==> config.mk <==
export PLATFORM = sky130hd
export DESIGN_NAME = tsre_front
export DESIGN_NICKNAME = d
export VERILOG_FILES = /design/src/sv/tsre_pkg.sv /design/src/sv/tsre_front.sv
export SDC_FILE = /design/constraint.sdc
export NUM_CORES = 1
export LEC_CHECK = 0
export BUFFER_PORTS_ARGS = -buffer_cell sky130_fd_sc_hd__buf_2
export CAP_MARGIN = 20
export CORE_UTILIZATION = 26
export DETAILED_ROUTE_END_ITERATION = 7
export PLACE_DENSITY = 0.95
export SYNTH_ARGS = -nofsm -noshare
export SYNTH_HDL_FRONTEND = slang
export SYNTH_SLANG_ARGS = --single-unit
export TNS_END_PERCENT = 50
==> constraint.sdc <==
create_clock -name vclk -period 0.9
set_input_delay 0.18 -clock vclk [all_inputs]
set_output_delay 0.18 -clock vclk [all_outputs]
set_load 0.02 [all_outputs]
==> src/sv/tsre_pkg.sv <==
`timescale 1ns / 1ps

package tsre_pkg;

  localparam int WORD_W  = 32;
  localparam int COUNT_W = 10;
  localparam int Q_DEPTH = 2;

  typedef enum logic [3:0] {
    OP_SA   = 4'd0,
    OP_SB   = 4'd1,
    OP_SS   = 4'd2,
    OP_PA   = 4'd3,
    OP_PB   = 4'd4,
    OP_RA   = 4'd5,
    OP_RB   = 4'd6,
    OP_RR   = 4'd7,
    OP_RRA  = 4'd8,
    OP_RRB  = 4'd9,
    OP_RRR  = 4'd10,
    OP_LOAD = 4'd11
  } opcode_t;

  typedef enum logic [1:0] {
    STS_DONE    = 2'd0,
    STS_UNKNOWN = 2'd1,
    STS_FULL    = 2'd2
  } status_t;

  typedef enum logic [1:0] {
    LOP_NOP,
    LOP_SWAP,
    LOP_ROT,
    LOP_RROT
  } lane_op_t;

  typedef enum logic [1:0] {
    CK_STACK,
    CK_PUSH,
    CK_LOAD,
    CK_REJECT
  } cmd_kind_t;

  // lane 0 is stack A, lane 1 is stack B
  typedef struct packed {
    cmd_kind_t               kind;
    lane_op_t [1:0]          lane_op;
    logic                    push_src;
    logic signed [WORD_W-1:0] value;
  } cmd_t;

endpackage

==> src/sv/tsre_front.sv <==
`timescale 1ns / 1ps

module tsre_front (
  input  logic                              start,
  output logic                              busy,
  input  logic [3:0]                        in_operation,
  input  logic signed [tsre_pkg::WORD_W-1:0] in_load_value,
  input  logic                              q_full,
  output logic                              push,
  output tsre_pkg::cmd_t                    cmd
);

  assign busy = q_full;
  assign push = start & ~q_full;

  always_comb begin
    cmd.kind       = tsre_pkg::CK_STACK;
    cmd.lane_op[0] = tsre_pkg::LOP_NOP;
    cmd.lane_op[1] = tsre_pkg::LOP_NOP;
    cmd.push_src   = 1'b0;
    cmd.value      = in_load_value;
    case (in_operation)
      tsre_pkg::OP_SA:  cmd.lane_op[0] = tsre_pkg::LOP_SWAP;
      tsre_pkg::OP_SB:  cmd.lane_op[1] = tsre_pkg::LOP_SWAP;
      tsre_pkg::OP_SS: begin
        cmd.lane_op[0] = tsre_pkg::LOP_SWAP;
        cmd.lane_op[1] = tsre_pkg::LOP_SWAP;
      end
      tsre_pkg::OP_PA: begin
        cmd.kind     = tsre_pkg::CK_PUSH;
        cmd.push_src = 1'b1;
      end
      tsre_pkg::OP_PB: begin
        cmd.kind     = tsre_pkg::CK_PUSH;
        cmd.push_src = 1'b0;
      end
      tsre_pkg::OP_RA:  cmd.lane_op[0] = tsre_pkg::LOP_ROT;
      tsre_pkg::OP_RB:  cmd.lane_op[1] = tsre_pkg::LOP_ROT;
      tsre_pkg::OP_RR: begin
        cmd.lane_op[0] = tsre_pkg::LOP_ROT;
        cmd.lane_op[1] = tsre_pkg::LOP_ROT;
      end
      tsre_pkg::OP_RRA: cmd.lane_op[0] = tsre_pkg::LOP_RROT;
      tsre_pkg::OP_RRB: cmd.lane_op[1] = tsre_pkg::LOP_RROT;
      tsre_pkg::OP_RRR: begin
        cmd.lane_op[0] = tsre_pkg::LOP_RROT;
        cmd.lane_op[1] = tsre_pkg::LOP_RROT;
      end
      tsre_pkg::OP_LOAD: cmd.kind = tsre_pkg::CK_LOAD;
      default:           cmd.kind = tsre_pkg::CK_REJECT;
    endcase
  end

endmodule

=== Word level (Yosys, flattened, before mapping) ===
Index checks and enable logic that the tools add are counted.

* Reduce and logical (&&, ||, !) cells: 9
* Bitwise gates (word level): 2
* Muxes and demuxes: 4
* Equal/unequal tests: 11

{| class="wikitable"
|+ Operator list
! kind !! count
|-
| 2-bit case mux with 3 select lines || 3
|-
| 4-bit by 3-bit equality test with 1-bit output (second input constant) || 4
|-
| 4-bit equality test (second input constant) || 4
|-
| 2-bit OR reduction || 7
|-
| 9-bit OR reduction || 1
|-
| 4-bit by 2-bit equality test with 1-bit output (second input constant) || 2
|-
| 4-bit by 1-bit equality test with 1-bit output (second input constant) || 1
|-
| 4-bit logical NOT || 1
|-
| 1-bit AND || 1
|-
| 1-bit 2-to-1 mux || 1
|-
| 1-bit NOT || 1
|}

* Register bits: 0
* Word-level logic and storage cells: 26
* Input port bits: 38
* Output and inout port bits: 41

=== Longest topological paths before layout ===
* Depth after elaboration: 3
* Depth in mapped cells: 2
* Depth with buffers taken out: 2

=== Worst setup path before layout ===
OpenSTA, ideal clock, no wires.

* Path type: input to output
* From: in in_operation[2]
* To: out cmd[34] in the netlist's numbering
* Path slack: -63 ps
* Buffers on the path: 0
* Stages: 2
* Data arrival time: 783 ps
* Data required time: 720 ps
* Path through: nor2_1 > a21o_1

{| class="wikitable"
|+ RTL lines
! element !! line !! source
|-
| from (decl) || tsre_front.sv:6 || <nowiki>input logic [3:0] in_operation,</nowiki>
|-
| to (decl) || tsre_front.sv:10 || <nowiki>output tsre_pkg::cmd_t cmd</nowiki>
|}

==> impl_metrics.py <==
metrics = {
    "clock_tree": {
        "cts_hold_buf": 0,
    },
    "cells_and_area": {
        "seq_area_sq_um": 0,
        "syn_to_final_growth_pct": -9.89,
        "nFillCells": 131,
        "insertedDiodeCount": 0,
        "stdcell_area_sq_um": 308,
        "drive_above_1_share": 0.697,
        "nClkBuffers": 0,
        "seq_cell_count": 0,
        "layout.nets": 73,
    },
    "power_and_ir_drop": {
        "switchingPower_mw": 0.0824,
        "clkPwrFrac": 0,
        "p_int_mw": 0.0960,
        "p_per_area_nw_per_um2": 580,
        "pwr-share-comb": 1.000,
        "seq_power_share": 0,
        "vdd_drop_max_uv": 170,
        "swShare": 0.462,
        "leakagePower_nw": 0.166,
    },
    "worst_setup_path": {
        "path_max_fanout": 5,
        "crit_path_end_kind": "output port",
        "critPathLaunchType": "input port",
        "crit_start": "in_operation[0]",
        "path_cells": "buf_8 > and4bb_1 > a21o_1 > buf_6",
        "critPathMaxStageDelay_ns": 0.21,
        "worstPathRequired_ns": 0.72,
        "crit_arrival_ns": 0.78,
        "path_class": "input port to output port",
        "crit_path_top_delay_cell": "and4bb_1",
    },
    "routing": {
        "routed_wirelength_microns": 633,
        "drt_pass1_iterations": 2,
        "vias": 201,
        "wl_per_cell_microns": 13.5,
        "viasPerCell": 4.28,
        "drc": 0,
        "drt.antenna.violating_nets": 0,
        "drt_iter0_markers": 1,
    },
    "sta": {
        "tightest_slew_ns": 0.177,
        "rsz0062_at_grt": "yes",
        "tns_ns": -0.151,
        "min_period_over_period": 1.07,
        "setup_viol": 5,
        "worst_slack_ns": -0.0631,
        "period_minus_slack_ns": 0.963,
        "hold_viol": 0,
        "finalMaxSlewViolations": 0,
        "clock.fmax_mhz": 1040,
        "slew_headroom": 0.881,
    },
    "synthesis": {
        "avgSynthCellArea_sq_um": 7.27,
        "synth_cell_type_count": 12,
        "synth_fp_nets": 85,
        "synthesis.area_sq_um": 342,
        "synth_top_area_share": 0.725,
        "synth_area_leaders": "buf_4 (73%), a21o_1 (4.4%), and4bb_1 (3.7%)",
        "ys_seq_area_frac": 0,
        "netlist_top_cells_count": "buf_4 (33), a21o_1 (2), nor2_1 (2), nor2b_1 (2)",
        "postSynthCellCount": 47,
        "yosysMostFrequentCell": "buf_4",
        "yosysTopAreaCell": "buf_4",
        "yosys_warnings": 0,
    },
    "place": {
        "gp_congestion": 0.622,
        "numPortBuffers": 15,
        "dpl_cell_area_sq_um": 204,
        "dp_slack_ns": -0.149,
    },
    "floorplanning": {
        "die_w_microns": 38.2,
        "row_count": 12,
        "io_pins": 79,
        "dieArea_sq_um": 1460,
        "start_util": 0.295,
        "core_area_sq_um": 1160,
        "die_y_microns": 38.2,
    },
    "hold_path": {
        "min_path_type": "input port to output port",
        "holdPathEnd": "cmd[16]",
        "min_path_cells": 0,
        "min-delay-start": "in_load_value[16]",
    },
    "grt": {
        "grt_max_degree": 9,
        "antenna_found_initial": 0,
        "grt.total_usage": 0.0725,
        "overflow": 0,
        "grt_pass1_vias": 172,
        "grt_pass1_wl_microns": 800,
    },
    "outcome": {
        "violations": "setup timing",
        "status": "finished with violations",
    },
    "run": {
        "maxCapViolCount": 0,
    },
}
metal layers:
layer  routed length, microns  vias up  GRT usage
met4                       13        0     0.0357
met5                        0        -          0
met2                      342       14      0.106
met3                       90        8     0.0465
li1                         -       90          -
met1                      187       89     0.0799
worst max path at each step:
stage / cells after the start / to / slack, ns
floorplan: 2 / cmd[37] / -0.06
global placement: 4 / cmd[37] / -0.12
detailed placement: 4 / cmd[37] / -0.15
CTS: 4 / cmd[37] / -0.05
global route: 4 / cmd[37] / -0.1
finish: 4 / cmd[37] / -0.06
placed cells by master (no fill, tap or decap):
master / synthesis / routed
nand2_1: 1 / 1
buf_12: 0 / 1
o21bai_1: 1 / 1
xnor2_2: 0 / 1
buf_6: 0 / 5
buf_4: 33 / 4
buf_8: 0 / 2
and3b_1: 1 / 1
nor2b_1: 2 / 2
and4bb_1: 1 / 1
a21oi_2: 0 / 1
buf_2: 0 / 7
nor2_1: 2 / 1
nor2_4: 0 / 1
a21o_1: 2 / 2
o22ai_2: 0 / 1
nand2b_1: 1 / 1
area by class of cell:
class | instances | area, sq um | area share
multi-input combinational | 14 | 119 | 0.386
tap | 14 | 17.5 | 0.0569
timing repair buffer | 19 | 171 | 0.557
repair_timing:
action | in CTS | in global routing
pin swaps | 3 | 3
setup endpoints to repair | 5 | 6
resized for setup | 17 | 7
buffers inserted | 0 | 2
stage by stage:
step | cells | hold slack (ns) | power, mW | util
2_1_floorplan | 47 | 0.407 | 0.274 | -
3_3_place_gp | 45 | 0.360 | 0.117 | 0.176
3_5_place_dp | 45 | 0.360 | 0.119 | 0.176
4_1_cts | 45 | 0.360 | 0.150 | 0.224
5_1_grt | 47 | 0.360 | 0.190 | 0.266
6_report | 47 | 0.360 | 0.178 | 0.266
power groups by stage:
stage	Sequential, mW	Combinational, mW	Clock (mW)
6_report	0	0.178	0
5_1_grt	0	0.190	0
4_1_cts	0	0.150	0
3_5_place_dp	0	0.119	0
3_3_place_gp	0	0.117	0
2_1_floorplan	0	0.274	0
critical path: cells and delay by family:
kind            cells  cell delay (ns)
compound gates      1             0.16
simple gates        1             0.21
buf+inv             2             0.24
cell families (layout without fill, tap and decap cells):
family | count (synthesis) | in the layout | synth area share
XOR/XNOR | 1 | 1 | 0.0256
AO/OA/AOI/OAI | 5 | 5 | 0.0989
AND/OR/NAND/NOR | 8 | 8 | 0.150
buffers and inverters | 33 | 19 | 0.725
Note: power is estimated with default switching activity, not from simulation.
