==> src/sv/tsre_pkg.sv <==
`timescale 1ns / 1ps

package tsre_pkg;

  localparam int WORD_W  = 32;
  localparam int COUNT_W = 10;
  localparam int Q_DEPTH = 2;

  typedef enum logic [3:0] {
    OP_SA   = 4'd0,
    OP_SB   = 4'd1,
    OP_SS   = 4'd2,
    OP_PA   = 4'd3,
    OP_PB   = 4'd4,
    OP_RA   = 4'd5,
    OP_RB   = 4'd6,
    OP_RR   = 4'd7,
    OP_RRA  = 4'd8,
    OP_RRB  = 4'd9,
    OP_RRR  = 4'd10,
    OP_LOAD = 4'd11
  } opcode_t;

  typedef enum logic [1:0] {
    STS_DONE    = 2'd0,
    STS_UNKNOWN = 2'd1,
    STS_FULL    = 2'd2
  } status_t;

  typedef enum logic [1:0] {
    LOP_NOP,
    LOP_SWAP,
    LOP_ROT,
    LOP_RROT
  } lane_op_t;

  typedef enum logic [1:0] {
    CK_STACK,
    CK_PUSH,
    CK_LOAD,
    CK_REJECT
  } cmd_kind_t;

  // lane 0 is stack A, lane 1 is stack B
  typedef struct packed {
    cmd_kind_t               kind;
    lane_op_t [1:0]          lane_op;
    logic                    push_src;
    logic signed [WORD_W-1:0] value;
  } cmd_t;

endpackage

==> src/sv/tsre_queue.sv <==
`timescale 1ns / 1ps

module tsre_queue (
  input  logic           clk,
  input  logic           rst_n,
  input  logic           push,
  input  tsre_pkg::cmd_t push_cmd,
  output logic           full,
  input  logic           pop,
  output logic           valid,
  output tsre_pkg::cmd_t head
);

  localparam int PW = $clog2(tsre_pkg::Q_DEPTH);
  localparam int CW = $clog2(tsre_pkg::Q_DEPTH + 1);

  tsre_pkg::cmd_t slot_r [tsre_pkg::Q_DEPTH];
  logic [PW-1:0]  wr_ptr_r, wr_ptr_nxt;
  logic [PW-1:0]  rd_ptr_r, rd_ptr_nxt;
  logic [CW-1:0]  cnt_r, cnt_nxt;

  assign full  = (cnt_r == CW'(tsre_pkg::Q_DEPTH));
  assign valid = (cnt_r != '0);
  assign head  = slot_r[rd_ptr_r];

  always_comb begin
    wr_ptr_nxt = wr_ptr_r;
    rd_ptr_nxt = rd_ptr_r;
    cnt_nxt    = cnt_r;
    if (push) begin
      wr_ptr_nxt = (wr_ptr_r == PW'(tsre_pkg::Q_DEPTH - 1)) ? '0 : wr_ptr_r + PW'(1);
    end
    if (pop) begin
      rd_ptr_nxt = (rd_ptr_r == PW'(tsre_pkg::Q_DEPTH - 1)) ? '0 : rd_ptr_r + PW'(1);
    end
    if (push && !pop) begin
      cnt_nxt = cnt_r + CW'(1);
    end else if (pop && !push) begin
      cnt_nxt = cnt_r - CW'(1);
    end
  end

  always_ff @(posedge clk) begin
    if (!rst_n) begin
      wr_ptr_r <= '0;
      rd_ptr_r <= '0;
      cnt_r    <= '0;
    end else begin
      wr_ptr_r <= wr_ptr_nxt;
      rd_ptr_r <= rd_ptr_nxt;
      cnt_r    <= cnt_nxt;
    end
    if (push) begin
      slot_r[wr_ptr_r] <= push_cmd;
    end
  end

endmodule

==> config.mk <==
export PLATFORM = sky130hd
export DESIGN_NAME = tsre_queue
export DESIGN_NICKNAME = d
export VERILOG_FILES = /design/src/sv/tsre_pkg.sv /design/src/sv/tsre_queue.sv
export SDC_FILE = /design/constraint.sdc
export NUM_CORES = 1
export LEC_CHECK = 0
export BUFFER_PORTS_ARGS = -buffer_cell sky130_fd_sc_hd__buf_2
export CAP_MARGIN = 30
export CORE_ASPECT_RATIO = 1.2
export CORE_MARGIN = 2
export CORE_UTILIZATION = 32
export CTS_CLUSTER_DIAMETER = 150
export DETAILED_ROUTE_END_ITERATION = 7
export SYNTH_ARGS = -nofsm -noshare
export SYNTH_HDL_FRONTEND = slang
export SYNTH_SLANG_ARGS = --single-unit
==> constraint.sdc <==
create_clock -name clk -period 3.8 [get_ports clk]
set_input_delay 0 -clock clk [delete_from_list [all_inputs] [get_ports clk]]
set_output_delay 0 -clock clk [all_outputs]
set_load 0.01 [all_outputs]
======== Word level (Yosys, flattened, before mapping) ========
Memory sizes are Yosys's and may differ from the RTL's. A register that Yosys moved wholly into a read port is not among the register bits.
Index checks and enable logic that the tools add are counted.
cells by class
  $mul .................................... 0
  divide/modulo/power cells ............... 0
  add/sub/neg operators ................... 4
  shift operators ......................... 0
  bitwise operators ....................... 0
  equal/unequal tests ..................... 1
  order comparisons ....................... 0
  mux-type cells .......................... 8
  reductions and logical operators ........ 6
operator list
  kind                                               count
  two-way mux 1 bit                                  6
  two-way mux 2 bit                                  2
  nonzero test 2 bit                                 2
  adder 1 bit (second input constant)                2
  adder 2 x 1 -> 2 bit (second input constant)       1
  equality test 2 bit (second input constant)        1
  logical AND 1 bit                                  2
  zero test 1 bit                                    2
  subtractor 2 x 1 -> 2 bit (second input constant)  1
storage, ports and cells
  memories kept ........................... 1
  bits in latches ......................... 0
  register bits after elaboration ......... 4
  RAM bits ................................ 78
  input port bits ......................... 43
  output and inout port bits .............. 41
  bits in read-only memories .............. 0
memories
  name    words  bits a word  read ports  clocked after Yosys merged registers in  write ports  RTL line          RTL
  slot_r  2      39           1           1                                        1            tsre_queue.sv:17  tsre_pkg::cmd_t slot_r [tsre_pkg::Q_DEPTH];

======== Longest topological paths before layout ========
Gate-level depths: netlist (run 1).
  depth in word-level cells ............... 4
  gate-level depth with buffers ........... 5
  mapped depth without buffers ............ 5

======== Least setup slack after synthesis (run 1) ========
Ideal clock, no wire load.
  path kind ............................... flip-flop to flip-flop
  from .................................... reg wr_ptr_r
  to ...................................... mem slot_r[0][0] in the netlist's numbering (enable)
  period minus slack after synthesis ...... 2.523 ns
  setup time .............................. 0.441 ns
  cell stages (with the launch flop) ...... 2
  setup slack ............................. 1.277 ns
  data arrival time ....................... 2.082 ns
  cells stage by stage .................... dfxtp_1 -> nor2b_1
RTL lines
  what                      RTL line          RTL
  start: declaration        tsre_queue.sv:18  logic [PW-1:0] wr_ptr_r, wr_ptr_nxt;
  start signal: assignment  tsre_queue.sv:49  wr_ptr_r <= wr_ptr_nxt;
  end: declaration          tsre_queue.sv:17
No word-level cell before the write port.

==> impl_results.md, run 1 <==
* Mapped Cells at 143
* Vias in the first global route at 1821
* Crit path DAT at 1.61 ns
* Setup violators final at 0
* Cell Pwr Density at 449 nW/um2
* Final-stage net count at 322
* Outcome: finished, final reports clean
* Commonest cells in the netlist: 78 x edfxtp_1, 39 x mux2_2, 5 x dfxtp_1, 4 x and2_1
* Setup slack, reg-to-reg at 2.23 ns
* # IOs at 84
* Max-slew violation count at 0
* Distinct cells, synth at 18
* Fmax at 0.623 GHz
* Maxcap violations at 0
* Clock root cell: clkbuf_8
* Tot Pwr at 1.90 mW
* PortBufs at 83
* Placer Congestion at 0.611
* Area delta synth->final at 39.7%
* Sequential fraction of the synthesis area at 80.6%
* Fill cells at 835
* Setup TNS at 0 ns
* Num Clock Sinks at 83
* Reg area at 2440 um2
* Worst Skew at 0.00670 ns
* Placed Area at 3610 um2
* Total Routing Usage GR at 11.0%
* Total CTS buffers at 9
* Antenna violations before repair at 0
* CP Class: reg2out
* Die Span X at 92.9 um
* Count leader, synth: edfxtp_1
* Initial core utilization at 33.2%
* Remaining DRCs at 0
* CP required at 3.80 ns
* Syn_nets at 187
* YS warnings at 0
* Antenna viol nets, final at 0
* Fin Hold WS at 0.176 ns
* Fin crit share at 42.2%
* Drt via density at 4.24
* Detailed-router iteration count before antenna repair at 2
* Footprint of the multi-input gates at 566 um2
* DIE HEIGHT at 111 um
* First-pass GRT wire length at 8.40 mm
* Largest net degree at the start of global routing at 40
* Core area at 9130 um2
* Ant. Diodes at 0
* Final Hold Viols at 0
* Slew @ Worst Pin at 0.519 ns
* Mean Syn Cell Area at 21.2 um2
* Share of cells above drive strength 1 at 50.5%
* Hold path start: push
* Max IR drop VDD at 0.000236 V
* FFs w/ async S/R, synth at 0%
* LEAKAGE at 1.61 nW
* Critical Path Sink Type: output port
* CTS tree: yes
* Post-CTS setup buffer count at 0
* FF+latch count, synth at 83
* Critical path startpoint category: flip-flop
* Worst min path class: in2reg
* Synth top area cells: edfxtp_1 77%, mux2_2 14%, dfxtp_1 3.3%
* Share of the synthesized area in the top cell type at 77.3%
* Final WL at 5.44 mm
* Total congestion overflow at 0
* Latest clock arrival within the worst-skew pair at 0.35 ns
* Worst-path fanout max at 31
* Post-CTS Resized at 0
* Minimum clock period after layout at 1.61 ns
* # H-tree levels at 3
* Post-synth EDFFs at 78
* Unrepaired setup endpoints after global routing: no
* DR iter-0 viols at 31
* CTS clk-pin slew, worst paths at 0.08 ns
* CTS max path bufs at 2
* Max_slew headroom at 65.3%
* Routed wire length per instance at 13.5 um
* Dominant synthesized flop cell: edfxtp_1
* DR vias at 1707
* FP Rows at 38
* Hold_buf cts at 42
* Utilization after layout at 46.4%
* Synth Cell Area at 3030 um2
* Die Footprint at 10300 um2
* Hpwl dp at 3.16 mm
* Worst reg2reg path startpoint: wr_ptr_r
* Yosys top cell by area: edfxtp_1
* Fin area at 4240 um2
## power breakdown
part	internal (mW)	switching [mW]
sequential	1.05	0.0171
clock	0.294	0.291
combinational	0.136	0.109
total	1.48	0.417
## layout by cell type (no fill, tap or decap), drive strengths merged
cell | synthesis | layout
dfxtp | 5 | 5
edfxtp | 78 | 78
dlygate4sd3 | 0 | 42
bufinv | 0 | 1
buf | 4 | 86
nor2b | 2 | 2
and2b | 1 | 1
clkinv | 0 | 5
or3 | 1 | 1
o21a | 1 | 1
inv | 1 | 1
a21boi | 1 | 1
xnor2 | 1 | 1
ha | 1 | 1
mux2 | 39 | 39
o21ai | 1 | 1
clkbuf | 0 | 9
clkinvlp | 0 | 1
and2 | 4 | 4
or2 | 1 | 1
xor2 | 2 | 2
## metrics by stage
stage,std cells,worst slack [ns]
2_1_floorplan,143,1.28
6_report,403,2.19
3_5_place_dp,344,2.20
3_3_place_gp,343,2.16
5_1_grt,403,2.10
4_1_cts,402,1.81
## final timing paths
check	depth (start not counted)	to
max	3	head[4]
min reg2reg	2	cnt_r[1]
max reg2reg	3	wr_ptr_r
min	2	slot_r[0][4]
## flip-flops by register name, summed over array words and instances, names as in the netlist, named ones only
name and cells:
slot_r 78, rd_ptr_r 1, wr_ptr_r 1, cnt_r 2
## area by class of cell
type	count	area share, %
Multi-Input combinational cell	55	13.3
Sequential cell	83	57.7
Clock buffer	9	2.92
Inverter	1	0.0886
Clock inverter	7	1.39
Tap cell	120	3.54
Timing Repair Buffer	128	21.0
## layer usage
| metal | global-route usage, % | vias to the layer above | share of wire (%) |
|---|---|---|---|
| met3 | 4.16 | 9 | 5.0 |
| met1 | 11.5 | 823 | 40 |
| met5 | 0 | - | 0 |
| met2 | 19.1 | 49 | 53 |
| met4 | 5.29 | 0 | 1.8 |
| li1 | - | 826 | - |
## worst max-delay path, stage by stage (launching register included)
cell and delay, ns:
dfxtp_2 0.49, buf_12 0.25, mux2_2 0.37, buf_2 0.14
## kinds of logic (layout without fill, tap and decap cells)
group / count (synthesis) / in the layout / share of synthesized area (%)
buf+inv: 5 / 145 / 1.07
fa+ha+maj: 1 / 1 / 0.413
mux: 39 / 39 / 14.5
compound gates: 3 / 3 / 0.660
flops: 83 / 83 / 80.6
simple gates: 9 / 9 / 1.94
xor+xnor: 3 / 3 / 0.867
No activity file was read; power rests on OpenSTA's default activity.
==> run 2, diff against run 1 <==
clock period = 1.35 ns   (was 3.8 ns; I/O delays follow)
==> run 2 against run 1 <==
  * The run now ends with negative setup slack left
  * Critical path depth unchanged
  * Clock skew down 0.0020 ns
  * Sequential cell count unchanged
  * Via count up 2.7%
  * Die area unchanged
  * Combinational power rose to 3.6 times the previous value
==> impl_results.md, run 2 (synthesis results as in run 1) <==
* Area delta synth->final at 48.9%
* Unrepaired setup endpoints after global routing: yes
* Total Routing Usage GR at 12.1% (+1.1 points)
* # H-tree levels at 3 (unchanged)
* Final WL at 5.87 mm (+7.8%)
* DR vias at 1753 (+2.7%)
* Worst min path class: in2reg
* Drt via density at 4.32 (+1.9%)
* Fin Hold WS at 0.0232 ns (-0.153 ns)
* PortBufs at 83 (unchanged)
* Hpwl dp at 3.30 mm (+4.3%)
* Maxcap violations at 0 (unchanged)
* Max IR drop VDD at 0.000644 V (+170%)
* Cell Pwr Density at 1230 nW/um2 (+170%)
* Clock root cell: clkbuf_8
* Setup violators final at 39 (+39)
* CP Class: reg2out
* Fmax at 0.692 GHz
* Dpl ws at 0.237 ns (-1.96 ns)
* Final setup margin at -0.0951 ns (-2.29 ns)
* Total CTS buffers at 9 (unchanged)
* Hold Path Stages at 3 (+1)
* Worst Skew at 0.00468 ns (-0.00202 ns)
* Placer Congestion at 0.666 (+9.0%)
* Initial core utilization at 33.2% (unchanged)
* # IOs at 84 (unchanged)
* Share of cells above drive strength 1 at 51.4% (+0.87 points)
* Latest clock arrival within the worst-skew pair at 0.35 ns (about the same)
* Slew @ Worst Pin at 0.201 ns (-0.318 ns)
* First-pass GRT wire length at 9.20 mm (+9.6%)
* Fin crit share at 107%
* Detailed-router iteration count before antenna repair at 4 (+2)
* Outcome: finished with violations
* Remaining DRCs at 0 (unchanged)
* Met1 Wirelength at 2.50 mm (+13%)
* CTS clk-pin slew, worst paths at 0.07 ns (about the same)
* Die Span X at 92.9 um (unchanged)
* Ant. Diodes at 0 (unchanged)
* Utilization after layout at 49.5% (+3.0 points)
* Critical path startpoint category: flip-flop
* Largest net degree at the start of global routing at 26 (-35%)
* Top flop regs: slot_r (78), cnt_r (2)
* Core area at 9130 um2 (unchanged)
* Worst R2R Path Depth at 2 (-1)
* CP required at 1.35 ns (-2.45 ns)
* Antenna violations before repair at 0 (unchanged)
* Largest Register: slot_r
* Die Footprint at 10300 um2 (unchanged)
* Commonest non-fill, non-tap cell in the layout: edfxtp_1
* Highest metal used: met4
* Worst-path fanout max at 19 (-39%)
* Met2 WL at 3.03 mm (+5.5%)
* Final Hold Viols at 0 (unchanged)
* Vias in the first global route at 1814 (-0.38%)
* Antenna viol nets, final at 0 (unchanged)
* CTS tree: yes
* LEAKAGE at 1.76 nW (+9.6%)
* Total congestion overflow at 0 (unchanged)
* Largest register FFs at 78 (unchanged)
* Commonest non-fill, non-tap cells in the layout: 78 x edfxtp_1, 63 x buf_2, 41 x dlygate4sd3_1
* Failing checks: negative setup slack
* Crit path DAT at 1.45 ns (-0.16 ns)
* Max-slew violation count at 0 (unchanged)
* Num Clock Sinks at 83 (unchanged)
* FP Rows at 38 (unchanged)
* Minimum clock period after layout at 1.45 ns
* Critical Path Sink Type: output port
* CTS max path bufs at 2 (unchanged)
* Max_slew headroom at 86.6% (+21 points)
* Final-stage net count at 325 (+0.93%)
* Met3 wire length at 250 um (-7.4%)
* DIE HEIGHT at 111 um (unchanged)
* DR iter-0 viols at 39 (+26%)
* Routed wire length per instance at 14.5 um (+7.0%)
[run 2: cell count changes in the layout (fill, tap and decap cells not counted), sizes merged]
cell,before,now
clkinv,5,3
buf,86,90
clkbuf,9,12
clkinvlp,1,0
dlygate4sd3,42,41
[run 2: power breakdown]
group          leakage, nW  internal, mW  switching [mW]  total (mW)
sequential           0.774          2.96          0.0473        3.01
combinational        0.893         0.530           0.354       0.884
clock               0.0941         0.848           0.812        1.66
total                 1.76          4.34            1.21        5.56
[run 2: worst paths after layout]
kind | start | endpoint | slack, ns
hold / removal | push | wr_ptr_r | 0.02
setup / recovery | flip-flop | head[5] | -0.1
hold reg to reg | cnt_r[1] | cnt_r[1] | 0.51
setup reg to reg | wr_ptr_r | slot_r[1][18] | 0.23
[run 2: cell type report]
cell class                 count  area [um2]
clock buffer                  12         135
clock inverter                 4        45.0
timing repair buffer         131        1090
multi-input combinational     55         641
inverter                       1        3.75
fill                         807        4610
sequential                    83        2450
tap                          120         150
[run 2: what timing repair did]
action,in CTS,in global routing
cloned,2,0
setup endpoints to repair,39,39
hold buffers,41,0
endpoints found under the hold margin,83,0
gates resized for setup,43,0
buffers inserted,0,0
[run 2: critical path, stage by stage, from the launching register on]
cell,delay (ns)
dfxtp_4,0.42
buf_16,0.19
mux2_2,0.35
buf_2,0.14
[run 2: per-stage QoR]
| stage | total power, mW | std cells | instance area [um2] | TNS (ns) |
|---|---|---|---|---|
| 3_3_place_gp | 3.68 | 347 | 3670 | 0 |
| 6_report | 5.56 | 406 | 4510 | -2.04 |
| 5_1_grt | 5.81 | 406 | 4510 | -4.20 |
| 4_1_cts | 5.64 | 406 | 4510 | -3.39 |
| 2_1_floorplan | 3.40 | 143 | 3040 | 0 |
| 3_5_place_dp | 3.70 | 347 | 3670 | 0 |
[run 2: routing by layer]
layer | GRT usage, % | vias up
li1 | - | 834
met1 | 14.3 | 858
met2 | 19.8 | 54
met3 | 4.37 | 7
met4 | 5.29 | 0
met5 | 0 | -
